File: src/hw/rtl/hsvrgb_pkg.sv
// Package for the HSV to RGB converter: Q16 types, range limits, the
// percent-to-Q16 lookup table and the reciprocal used for the hue fraction.
// Depends on nothing; every converter file refers to it by scoped names.
`default_nettype none

package hsvrgb_pkg;

   localparam int Q16_WIDTH = 17;

   typedef logic [Q16_WIDTH-1:0] q16_type;
   typedef logic [7:0]           channel_type;
   typedef logic [2:0]           sector_type;
   typedef logic [9:0]           hue_offset_type;

   localparam int HUE_LIMIT    = 5760;
   localparam int PCT_LIMIT    = 100;
   localparam int SECTOR_UNITS = 960;
   localparam int SECTOR_COUNT = 6;
   localparam int ONE_Q16      = 65536;
   localparam int FULL_SCALE   = 255;

   // The hue fraction is offset * 1024 / 15. The reciprocal of 15 at 24 bits
   // gives a quotient that is at most one short, which a single compare fixes.
   localparam int              RECIP_BITS  = 21;
   localparam logic [20:0]     RECIP_15    = 21'((2 ** 24) / 15);
   localparam int              RECIP_SHIFT = 14;
   localparam int              DIVISOR     = 15;

   typedef q16_type pct_table_type [128];

   function automatic pct_table_type build_pct_table();
      pct_table_type table_q;
      for (int i = 0; i < 128; i++) begin
         table_q[i] = q16_type'((i * ONE_Q16) / PCT_LIMIT);
      end
      return table_q;
   endfunction

   localparam pct_table_type PCT_TO_Q16 = build_pct_table();

endpackage

`default_nettype wire

File: src/hw/rtl/hsvrgb_scale.sv
// Channel scaler: turns a Q16 level into an 8-bit code, floor(level*255/65536).
// Depends on hsvrgb_pkg for the Q16 and channel types.
`default_nettype none

module hsvrgb_scale (
   input  hsvrgb_pkg::q16_type     level,
   output hsvrgb_pkg::channel_type code
);

   logic [24:0] product;

   // A level of at most 1.0 keeps the product below 2^24.
   assign product = 25'(level) * 25'(hsvrgb_pkg::FULL_SCALE);
   assign code    = product[23:16];

endmodule

`default_nettype wire

File: src/hw/rtl/hsv_to_rgb_converter.sv
// Top level of the HSV to RGB converter: five-stage pipeline with valid bits.
// Depends on hsvrgb_pkg and hsvrgb_scale.
//
// Usage:
// The request channel (req_valid, req_ready) carries hue in 1/16 degree and
// saturation and brightness in whole percent. The response channel
// (rsp_valid, rsp_ready) carries 8-bit red, green and blue and an
// out-of-range flag; an out-of-range transaction returns black.
// Every transaction passes five register stages: table lookup and sector
// split, chroma and reciprocal multiply, fraction correction, second
// component multiply, then channel selection and scaling into the output
// register. After the accepting edge the result moves through the registers
// of stages two to five and is presented from the output register. One
// transaction is accepted in every cycle while the receiver takes results;
// the two 17 by 17 bit multipliers sit each in a stage of its own.
// Each stage moves on when it is empty or when the stage after it moves, so
// bubbles close up. When the receiver stalls, results hold in place and
// req_ready falls only once all five stages are full.
// Reset is synchronous and clears every valid bit, so transactions in flight are dropped.
`default_nettype none

module hsv_to_rgb_converter (
   input  wire logic        clock,
   input  wire logic        reset,
   input  wire logic        req_valid,
   output logic             req_ready,
   input  wire logic [12:0] req_hue,
   input  wire logic [6:0]  req_saturation,
   input  wire logic [6:0]  req_brightness,
   output logic             rsp_valid,
   input  wire logic        rsp_ready,
   output logic [7:0]       rsp_red,
   output logic [7:0]       rsp_green,
   output logic [7:0]       rsp_blue,
   output logic             rsp_out_of_range
);

   logic adv_s1, adv_s2, adv_s3, adv_s4, adv_s5;

   logic                          s1_valid_ff, s2_valid_ff, s3_valid_ff, s4_valid_ff;
   logic                          rsp_valid_ff;

   logic                          s1_oor_ff, s1_oor_in;
   hsvrgb_pkg::q16_type           s1_s_ff, s1_s_in;
   hsvrgb_pkg::q16_type           s1_v_ff, s1_v_in;
   hsvrgb_pkg::hue_offset_type    s1_k_ff, s1_k_in;
   hsvrgb_pkg::sector_type        s1_sector_ff, s1_sector_in;

   logic                          s2_oor_ff;
   hsvrgb_pkg::q16_type           s2_c_ff, s2_c_in;
   hsvrgb_pkg::q16_type           s2_v_ff;
   logic [30:0]                   s2_kprod_ff, s2_kprod_in;
   hsvrgb_pkg::hue_offset_type    s2_k_ff;
   hsvrgb_pkg::sector_type        s2_sector_ff;

   logic                          s3_oor_ff;
   hsvrgb_pkg::q16_type           s3_c_ff;
   hsvrgb_pkg::q16_type           s3_m_ff, s3_m_in;
   hsvrgb_pkg::q16_type           s3_f_ff, s3_f_in;
   hsvrgb_pkg::sector_type        s3_sector_ff;

   logic                          s4_oor_ff;
   hsvrgb_pkg::q16_type           s4_c_ff;
   hsvrgb_pkg::q16_type           s4_m_ff;
   hsvrgb_pkg::q16_type           s4_x_ff, s4_x_in;
   hsvrgb_pkg::sector_type        s4_sector_ff;

   hsvrgb_pkg::channel_type       rsp_red_ff, rsp_red_in;
   hsvrgb_pkg::channel_type       rsp_green_ff, rsp_green_in;
   hsvrgb_pkg::channel_type       rsp_blue_ff, rsp_blue_in;
   logic                          rsp_oor_ff;

   logic [12:0]                   hue_base;
   logic [12:0]                   hue_rem;
   logic [33:0]                   sv_product;
   logic [33:0]                   cf_product;
   hsvrgb_pkg::q16_type           quot_est;
   logic [20:0]                   quot_times15;
   logic [20:0]                   quot_resid;
   hsvrgb_pkg::q16_type           red_level, green_level, blue_level;
   hsvrgb_pkg::q16_type           sel_r, sel_g, sel_b;
   hsvrgb_pkg::channel_type       red_code, green_code, blue_code;

   assign adv_s5    = !rsp_valid_ff || rsp_ready;
   assign adv_s4    = !s4_valid_ff || adv_s5;
   assign adv_s3    = !s3_valid_ff || adv_s4;
   assign adv_s2    = !s2_valid_ff || adv_s3;
   assign adv_s1    = !s1_valid_ff || adv_s2;
   assign req_ready = adv_s1;

   // Stage one: range check, percent lookups and the sixty-degree split.
   always_comb begin
      s1_oor_in = (req_hue > 13'(hsvrgb_pkg::HUE_LIMIT))
               || (req_saturation > 7'(hsvrgb_pkg::PCT_LIMIT))
               || (req_brightness > 7'(hsvrgb_pkg::PCT_LIMIT));
      s1_s_in = hsvrgb_pkg::PCT_TO_Q16[req_saturation];
      s1_v_in = hsvrgb_pkg::PCT_TO_Q16[req_brightness];
      s1_sector_in = '0;
      for (int i = 1; i <= hsvrgb_pkg::SECTOR_COUNT; i++) begin
         s1_sector_in = s1_sector_in
                      + 3'(req_hue >= 13'(i * hsvrgb_pkg::SECTOR_UNITS));
      end
      hue_base = 13'(s1_sector_in) * 13'(hsvrgb_pkg::SECTOR_UNITS);
      hue_rem  = req_hue - hue_base;
      if (s1_sector_in[0]) begin
         s1_k_in = 10'(13'(hsvrgb_pkg::SECTOR_UNITS) - hue_rem);
      end else begin
         s1_k_in = hue_rem[9:0];
      end
   end

   // Stage two: chroma and the reciprocal product for the hue fraction.
   always_comb begin
      sv_product  = 34'(s1_s_ff) * 34'(s1_v_ff);
      s2_c_in     = sv_product[32:16];
      s2_kprod_in = 31'(s1_k_ff) * 31'(hsvrgb_pkg::RECIP_15);
   end

   // Stage three: quotient correction and the offset m = v - c.
   always_comb begin
      quot_est     = s2_kprod_ff[hsvrgb_pkg::RECIP_SHIFT +: hsvrgb_pkg::Q16_WIDTH];
      quot_times15 = 21'(quot_est) * 21'(hsvrgb_pkg::DIVISOR);
      quot_resid   = 21'({s2_k_ff, 10'b0}) - quot_times15;
      s3_f_in      = quot_est + hsvrgb_pkg::q16_type'(quot_resid >= 21'(hsvrgb_pkg::DIVISOR));
      s3_m_in      = s2_v_ff - s2_c_ff;
   end

   // Stage four: the second component x = c * f.
   always_comb begin
      cf_product = 34'(s3_c_ff) * 34'(s3_f_ff);
      s4_x_in    = cf_product[32:16];
   end

   // Stage five: sector selection and scaling, with black for an out-of-range transaction.
   always_comb begin
      case (s4_sector_ff)
         3'd0: begin
            sel_r = s4_c_ff; sel_g = s4_x_ff; sel_b = '0;
         end
         3'd1: begin
            sel_r = s4_x_ff; sel_g = s4_c_ff; sel_b = '0;
         end
         3'd2: begin
            sel_r = '0; sel_g = s4_c_ff; sel_b = s4_x_ff;
         end
         3'd3: begin
            sel_r = '0; sel_g = s4_x_ff; sel_b = s4_c_ff;
         end
         3'd4: begin
            sel_r = s4_x_ff; sel_g = '0; sel_b = s4_c_ff;
         end
         default: begin
            sel_r = s4_c_ff; sel_g = '0; sel_b = s4_x_ff;
         end
      endcase
      red_level   = sel_r + s4_m_ff;
      green_level = sel_g + s4_m_ff;
      blue_level  = sel_b + s4_m_ff;
      if (s4_oor_ff) begin
         rsp_red_in   = '0;
         rsp_green_in = '0;
         rsp_blue_in  = '0;
      end else begin
         rsp_red_in   = red_code;
         rsp_green_in = green_code;
         rsp_blue_in  = blue_code;
      end
   end

   hsvrgb_scale u_scale_red   (.level(red_level),   .code(red_code));
   hsvrgb_scale u_scale_green (.level(green_level), .code(green_code));
   hsvrgb_scale u_scale_blue  (.level(blue_level),  .code(blue_code));

   always_ff @(posedge clock) begin
      if (reset) begin
         s1_valid_ff  <= 1'b0;
         s2_valid_ff  <= 1'b0;
         s3_valid_ff  <= 1'b0;
         s4_valid_ff  <= 1'b0;
         rsp_valid_ff <= 1'b0;
      end else begin
         if (adv_s1) begin
            s1_valid_ff <= req_valid;
         end
         if (adv_s2) begin
            s2_valid_ff <= s1_valid_ff;
         end
         if (adv_s3) begin
            s3_valid_ff <= s2_valid_ff;
         end
         if (adv_s4) begin
            s4_valid_ff <= s3_valid_ff;
         end
         if (adv_s5) begin
            rsp_valid_ff <= s4_valid_ff;
         end
      end
   end

   always_ff @(posedge clock) begin
      if (adv_s1) begin
         s1_oor_ff    <= s1_oor_in;
         s1_s_ff      <= s1_s_in;
         s1_v_ff      <= s1_v_in;
         s1_k_ff      <= s1_k_in;
         s1_sector_ff <= s1_sector_in;
      end
      if (adv_s2) begin
         s2_oor_ff    <= s1_oor_ff;
         s2_c_ff      <= s2_c_in;
         s2_v_ff      <= s1_v_ff;
         s2_kprod_ff  <= s2_kprod_in;
         s2_k_ff      <= s1_k_ff;
         s2_sector_ff <= s1_sector_ff;
      end
      if (adv_s3) begin
         s3_oor_ff    <= s2_oor_ff;
         s3_c_ff      <= s2_c_ff;
         s3_m_ff      <= s3_m_in;
         s3_f_ff      <= s3_f_in;
         s3_sector_ff <= s2_sector_ff;
      end
      if (adv_s4) begin
         s4_oor_ff    <= s3_oor_ff;
         s4_c_ff      <= s3_c_ff;
         s4_m_ff      <= s3_m_ff;
         s4_x_ff      <= s4_x_in;
         s4_sector_ff <= s3_sector_ff;
      end
      if (adv_s5) begin
         rsp_red_ff   <= rsp_red_in;
         rsp_green_ff <= rsp_green_in;
         rsp_blue_ff  <= rsp_blue_in;
         rsp_oor_ff   <= s4_oor_ff;
      end
   end

   assign rsp_valid        = rsp_valid_ff;
   assign rsp_red          = rsp_red_ff;
   assign rsp_green        = rsp_green_ff;
   assign rsp_blue         = rsp_blue_ff;
   assign rsp_out_of_range = rsp_oor_ff;

   // An out-of-range transaction always leaves as black.
   a_oor_black: assert property (@(posedge clock) disable iff (reset)
      rsp_valid && rsp_out_of_range |-> (rsp_red == 8'd0) && (rsp_green == 8'd0)
                                        && (rsp_blue == 8'd0))
      else $error("out-of-range transaction did not return black");

   // With the output register empty, every stage can move, so a request is taken.
   a_empty_ready: assert property (@(posedge clock) disable iff (reset)
      !rsp_valid |-> req_ready)
      else $error("request refused while the output register was empty");

   // Reset clears the pipeline.
   a_reset_clears: assert property (@(posedge clock)
      reset |=> !rsp_valid)
      else $error("response valid directly after reset");

endmodule

`default_nettype wire
File: config.mk
export PLATFORM = sky130hd
export DESIGN_NAME = hsv_to_rgb_converter
export DESIGN_NICKNAME = d
export VERILOG_FILES = /design/src/hw/rtl/hsvrgb_pkg.sv /design/src/hw/rtl/hsvrgb_scale.sv /design/src/hw/rtl/hsv_to_rgb_converter.sv
export SDC_FILE = /design/constraint.sdc
export NUM_CORES = 2
export LEC_CHECK = 0
export BUFFER_PORTS_ARGS = -buffer_cell sky130_fd_sc_hd__buf_2
export CORE_ASPECT_RATIO = 0.9
export CORE_UTILIZATION = 50
export DETAILED_ROUTE_END_ITERATION = 6
export HOLD_SLACK_MARGIN = 0.02
export PLACE_DENSITY = 0.69
export SLEW_MARGIN = 20
export SYNTH_ARGS = -nofsm -noshare
export SYNTH_HDL_FRONTEND = slang
export SYNTH_SLANG_ARGS = --single-unit
export TNS_END_PERCENT = 5
File: constraint.sdc
create_clock -name clock -period 10.6 [get_ports clock]
set_input_delay 2.12 -clock clock [delete_from_list [all_inputs] [get_ports clock]]
set_output_delay 2.12 -clock clock [all_outputs]
set_load 0.05 [all_outputs]
==> impl_results.md <==
* Final hold violation count at 0
* Maximum number of pins on one net before global-route repair at between 90 and 100
* Post-CTS setup buffer count at 0
* Wire per inst at approximately 17 um
* Via count of the first global-routing pass at about 35000
* Placeable core region at about 90000 um2
* RSZ-0062 raised after global routing: false
* Buffers on Ports at 57
* Via count at 33440
* Largest clock skew in the final design at around 49 ps
* Number of DRC markers in iteration 0 at about 2300
* Number of antenna violations at the first check in global routing at 1
* Failing checks: design-rule violations
* Distinct cell type count of the synthesized netlist at 92
* Number of failing setup endpoints in the final timing report at 0
* Area growth syn-to-layout at 5.24%
* Die Area at slightly above 90000 um2
* Post-synth top flop: edfxtp_1
* Result of the run: finished with violations
* Biggest fanout along the worst timing path at 22
* Most common cell after layout, fill and taps aside: inv_1
* Fill cells at 8104
* Number of antenna-violating nets in the routed design at 0
* Critical path startpoint: s4_sector_ff[2]
* Type of the setup path with the least slack: flip-flop to flip-flop
* Wire length of the first global-routing pass at about 180 mm
* Crit path max-delay cell type: edfxtp_1
* Standard-cell rows at about 100
* Quantity of gates resized following cts at 0
* Post-synth top area share at a little under a third
* CTS Buffer Depth at 3
* Worst r2r src: s4_sector_ff[2]
* Critical Path Sink Type: flip-flop
* Number of cells in the finished layout apart from fillers at 6149
* Final setup TNS at 0 ps
* Number of flops mapped to enable cells by yosys at approximately 250
* Most frequent cells in the layout: inv_1, fa_1, nand2_1
* Via density per instance at 5.44
* Detail Placement HPWL at between 80 and 90 mm
* Yosys warns at 0
* Synth async-reset ratio at 0%
* Net count reported at finish at slightly above 6000
* Number of remaining DRC errors at 1
* Shortest period the worst path allows at 8270 ps
* Routability congestion estimate from global placement at a little over 0.9
* Number of buffers inserted by hold repair at cts at 0
* Placed insts at around 6000
* Count of clock tree sinks at 253
* Post-Syn Area per Cell at around 9 um2
* Worst stage delay on the critical path at approximately 870 ps
* Actual transition at the worst max-transition pin at approximately 1000 ps
* Startpoint of the worst hold path: s2_c_ff[5]
* Worst hold slack at between 400 and 500 ps
* Path class of the lowest-slack min-delay path: flip-flop to flip-flop
* Cell at the root of the clock tree: clkbuf_16
* Register bit total from synthesis at roughly 250
* CP required at around 11000 ps
* GRT Resource Usage Total at 23.1%
* # IOs at 58
* Net count of the mapped netlist at between 6000 and 7000
* Mapped Area at between 40000 and 50000 um2
* Clock-pin slew on the worst setup and hold paths at roughly 60 ps
* Proportion of synthesized chip area in sequential cells at around 16%
* Number of instances in the synthesized netlist at 4983
* Num CTS Buffers at 31
* Vertical extent of the die at around 290 um
* Fmax at 121 MHz
* Aggregate global routing overflow at 0
* First-pass iteration count of the detailed router at 7
* Final max-slew violation count at 0
* Share of final-layout standard cells stronger than drive strength 1 at between 3 and 4%
* Dominant cell type by area after synthesis: fa_1
* Period utilisation layout at 78.0%
* Initial Utilization at between 50% and 60%
* Max Cap Violations at 0
* Worst-skew pair later-pin latency at ~630 ps
* Critical Path AT at approximately 8600 ps
* Leading cell types by total area after synthesis: fa_1, edfxtp_1, ha_1
* Headroom to the max-slew limit at about 31%
* Detailed Route WL at a little over 100 mm
* Count of H-tree levels built during CTS at 1
* Clock tree from TritonCTS: yes
* Crit start category: flip-flop
* Die Width at roughly 320 um
flip-flops by register name (all words and copies together) (netlist names), 8 cells and up:
register,count
s4_x_ff,17
s3_f_ff,17
s4_c_ff,17
s2_kprod_ff,21
rsp_blue,8
s1_s_ff,17
s4_m_ff,17
s1_v_ff,17
s3_m_ff,17
rsp_green,8
s2_c_ff,17
s2_v_ff,17
s1_k_ff,10
rsp_red,8
s3_c_ff,17
worst paths after layout:
kind | cells after the start | end | slack, ps
min reg2reg | 0 | s3_c_ff[5] | 410
max | 26 | rsp_red[6] | 2330
min | 0 | s3_c_ff[5] | 410
max reg2reg | 26 | rsp_red[6] | 2330
routing by layer:
layer	GRT usage [%]	wire length, um	share of wire [%]	vias to the layer above
met5	0	12	0.012	-
met4	4.98	2010	2.0	2
met3	2.15	5160	5.0	128
met2	39.3	48900	48	900
met1	32.1	46500	45	16538
li1	-	-	-	15872
cells in the mapped netlist, types with 61 or more instances:
master       n
a21oi_1    251
and2_1     188
clkbuf_1   166
edfxtp_1   248
fa_1       709
ha_1       517
inv_1     1029
nand2_1    631
nand3_1     61
nor2_1     172
nor3_1      67
o21ai_0    163
xnor2_1    125
xor2_1      63
critical path: cells and delay by family (launching register included):
kind                       cells  cell delay (ps)
xor gates and xnor gates       3              860
AOI/OAI and AO/OA             10             2350
DFF                            1              870
buffers and inverters          4              300
adders and majority gates      6             2350
and+or+nand+nor                3             1270
kinds of logic after synthesis:
group,after synthesis,share of synthesized area [%]
AOI/OAI and AO/OA,800,11.4
xor gates and xnor gates,190,3.66
adders and majority gates,1226,45.1
buffers and inverters,1236,10.2
DFF,253,16.5
muxes,24,0.753
and+or+nand+nor,1254,12.5
final cells by class:
class	count	area (um2)	share of cell area [%]
Multi-Input combinational cell	3494	33700	69.7
Sequential cell	253	7550	15.6
Inverter	1035	3880	8.05
Tap cell	1219	1530	3.16
Clock buffer	33	783	1.62
Timing Repair Buffer	89	526	1.09
Clock inverter	25	335	0.695
Antenna cell	1	2.50	0.00518
metrics by stage:
stage | area (um2) | util [%] | setup WS (ps)
2_1_floorplan | 45900 | - | 3080
3_3_place_gp | 47100 | 52.3 | 2520
3_5_place_dp | 47100 | 52.3 | 2380
4_1_cts | 48300 | 53.5 | 2380
5_1_grt | 48300 | 53.5 | 1680
6_report | 48300 | 53.5 | 2330
Power is left out: the tool's default activity adds up to more than one toggle a clock period on the data nets, which glitch-free logic cannot reach.
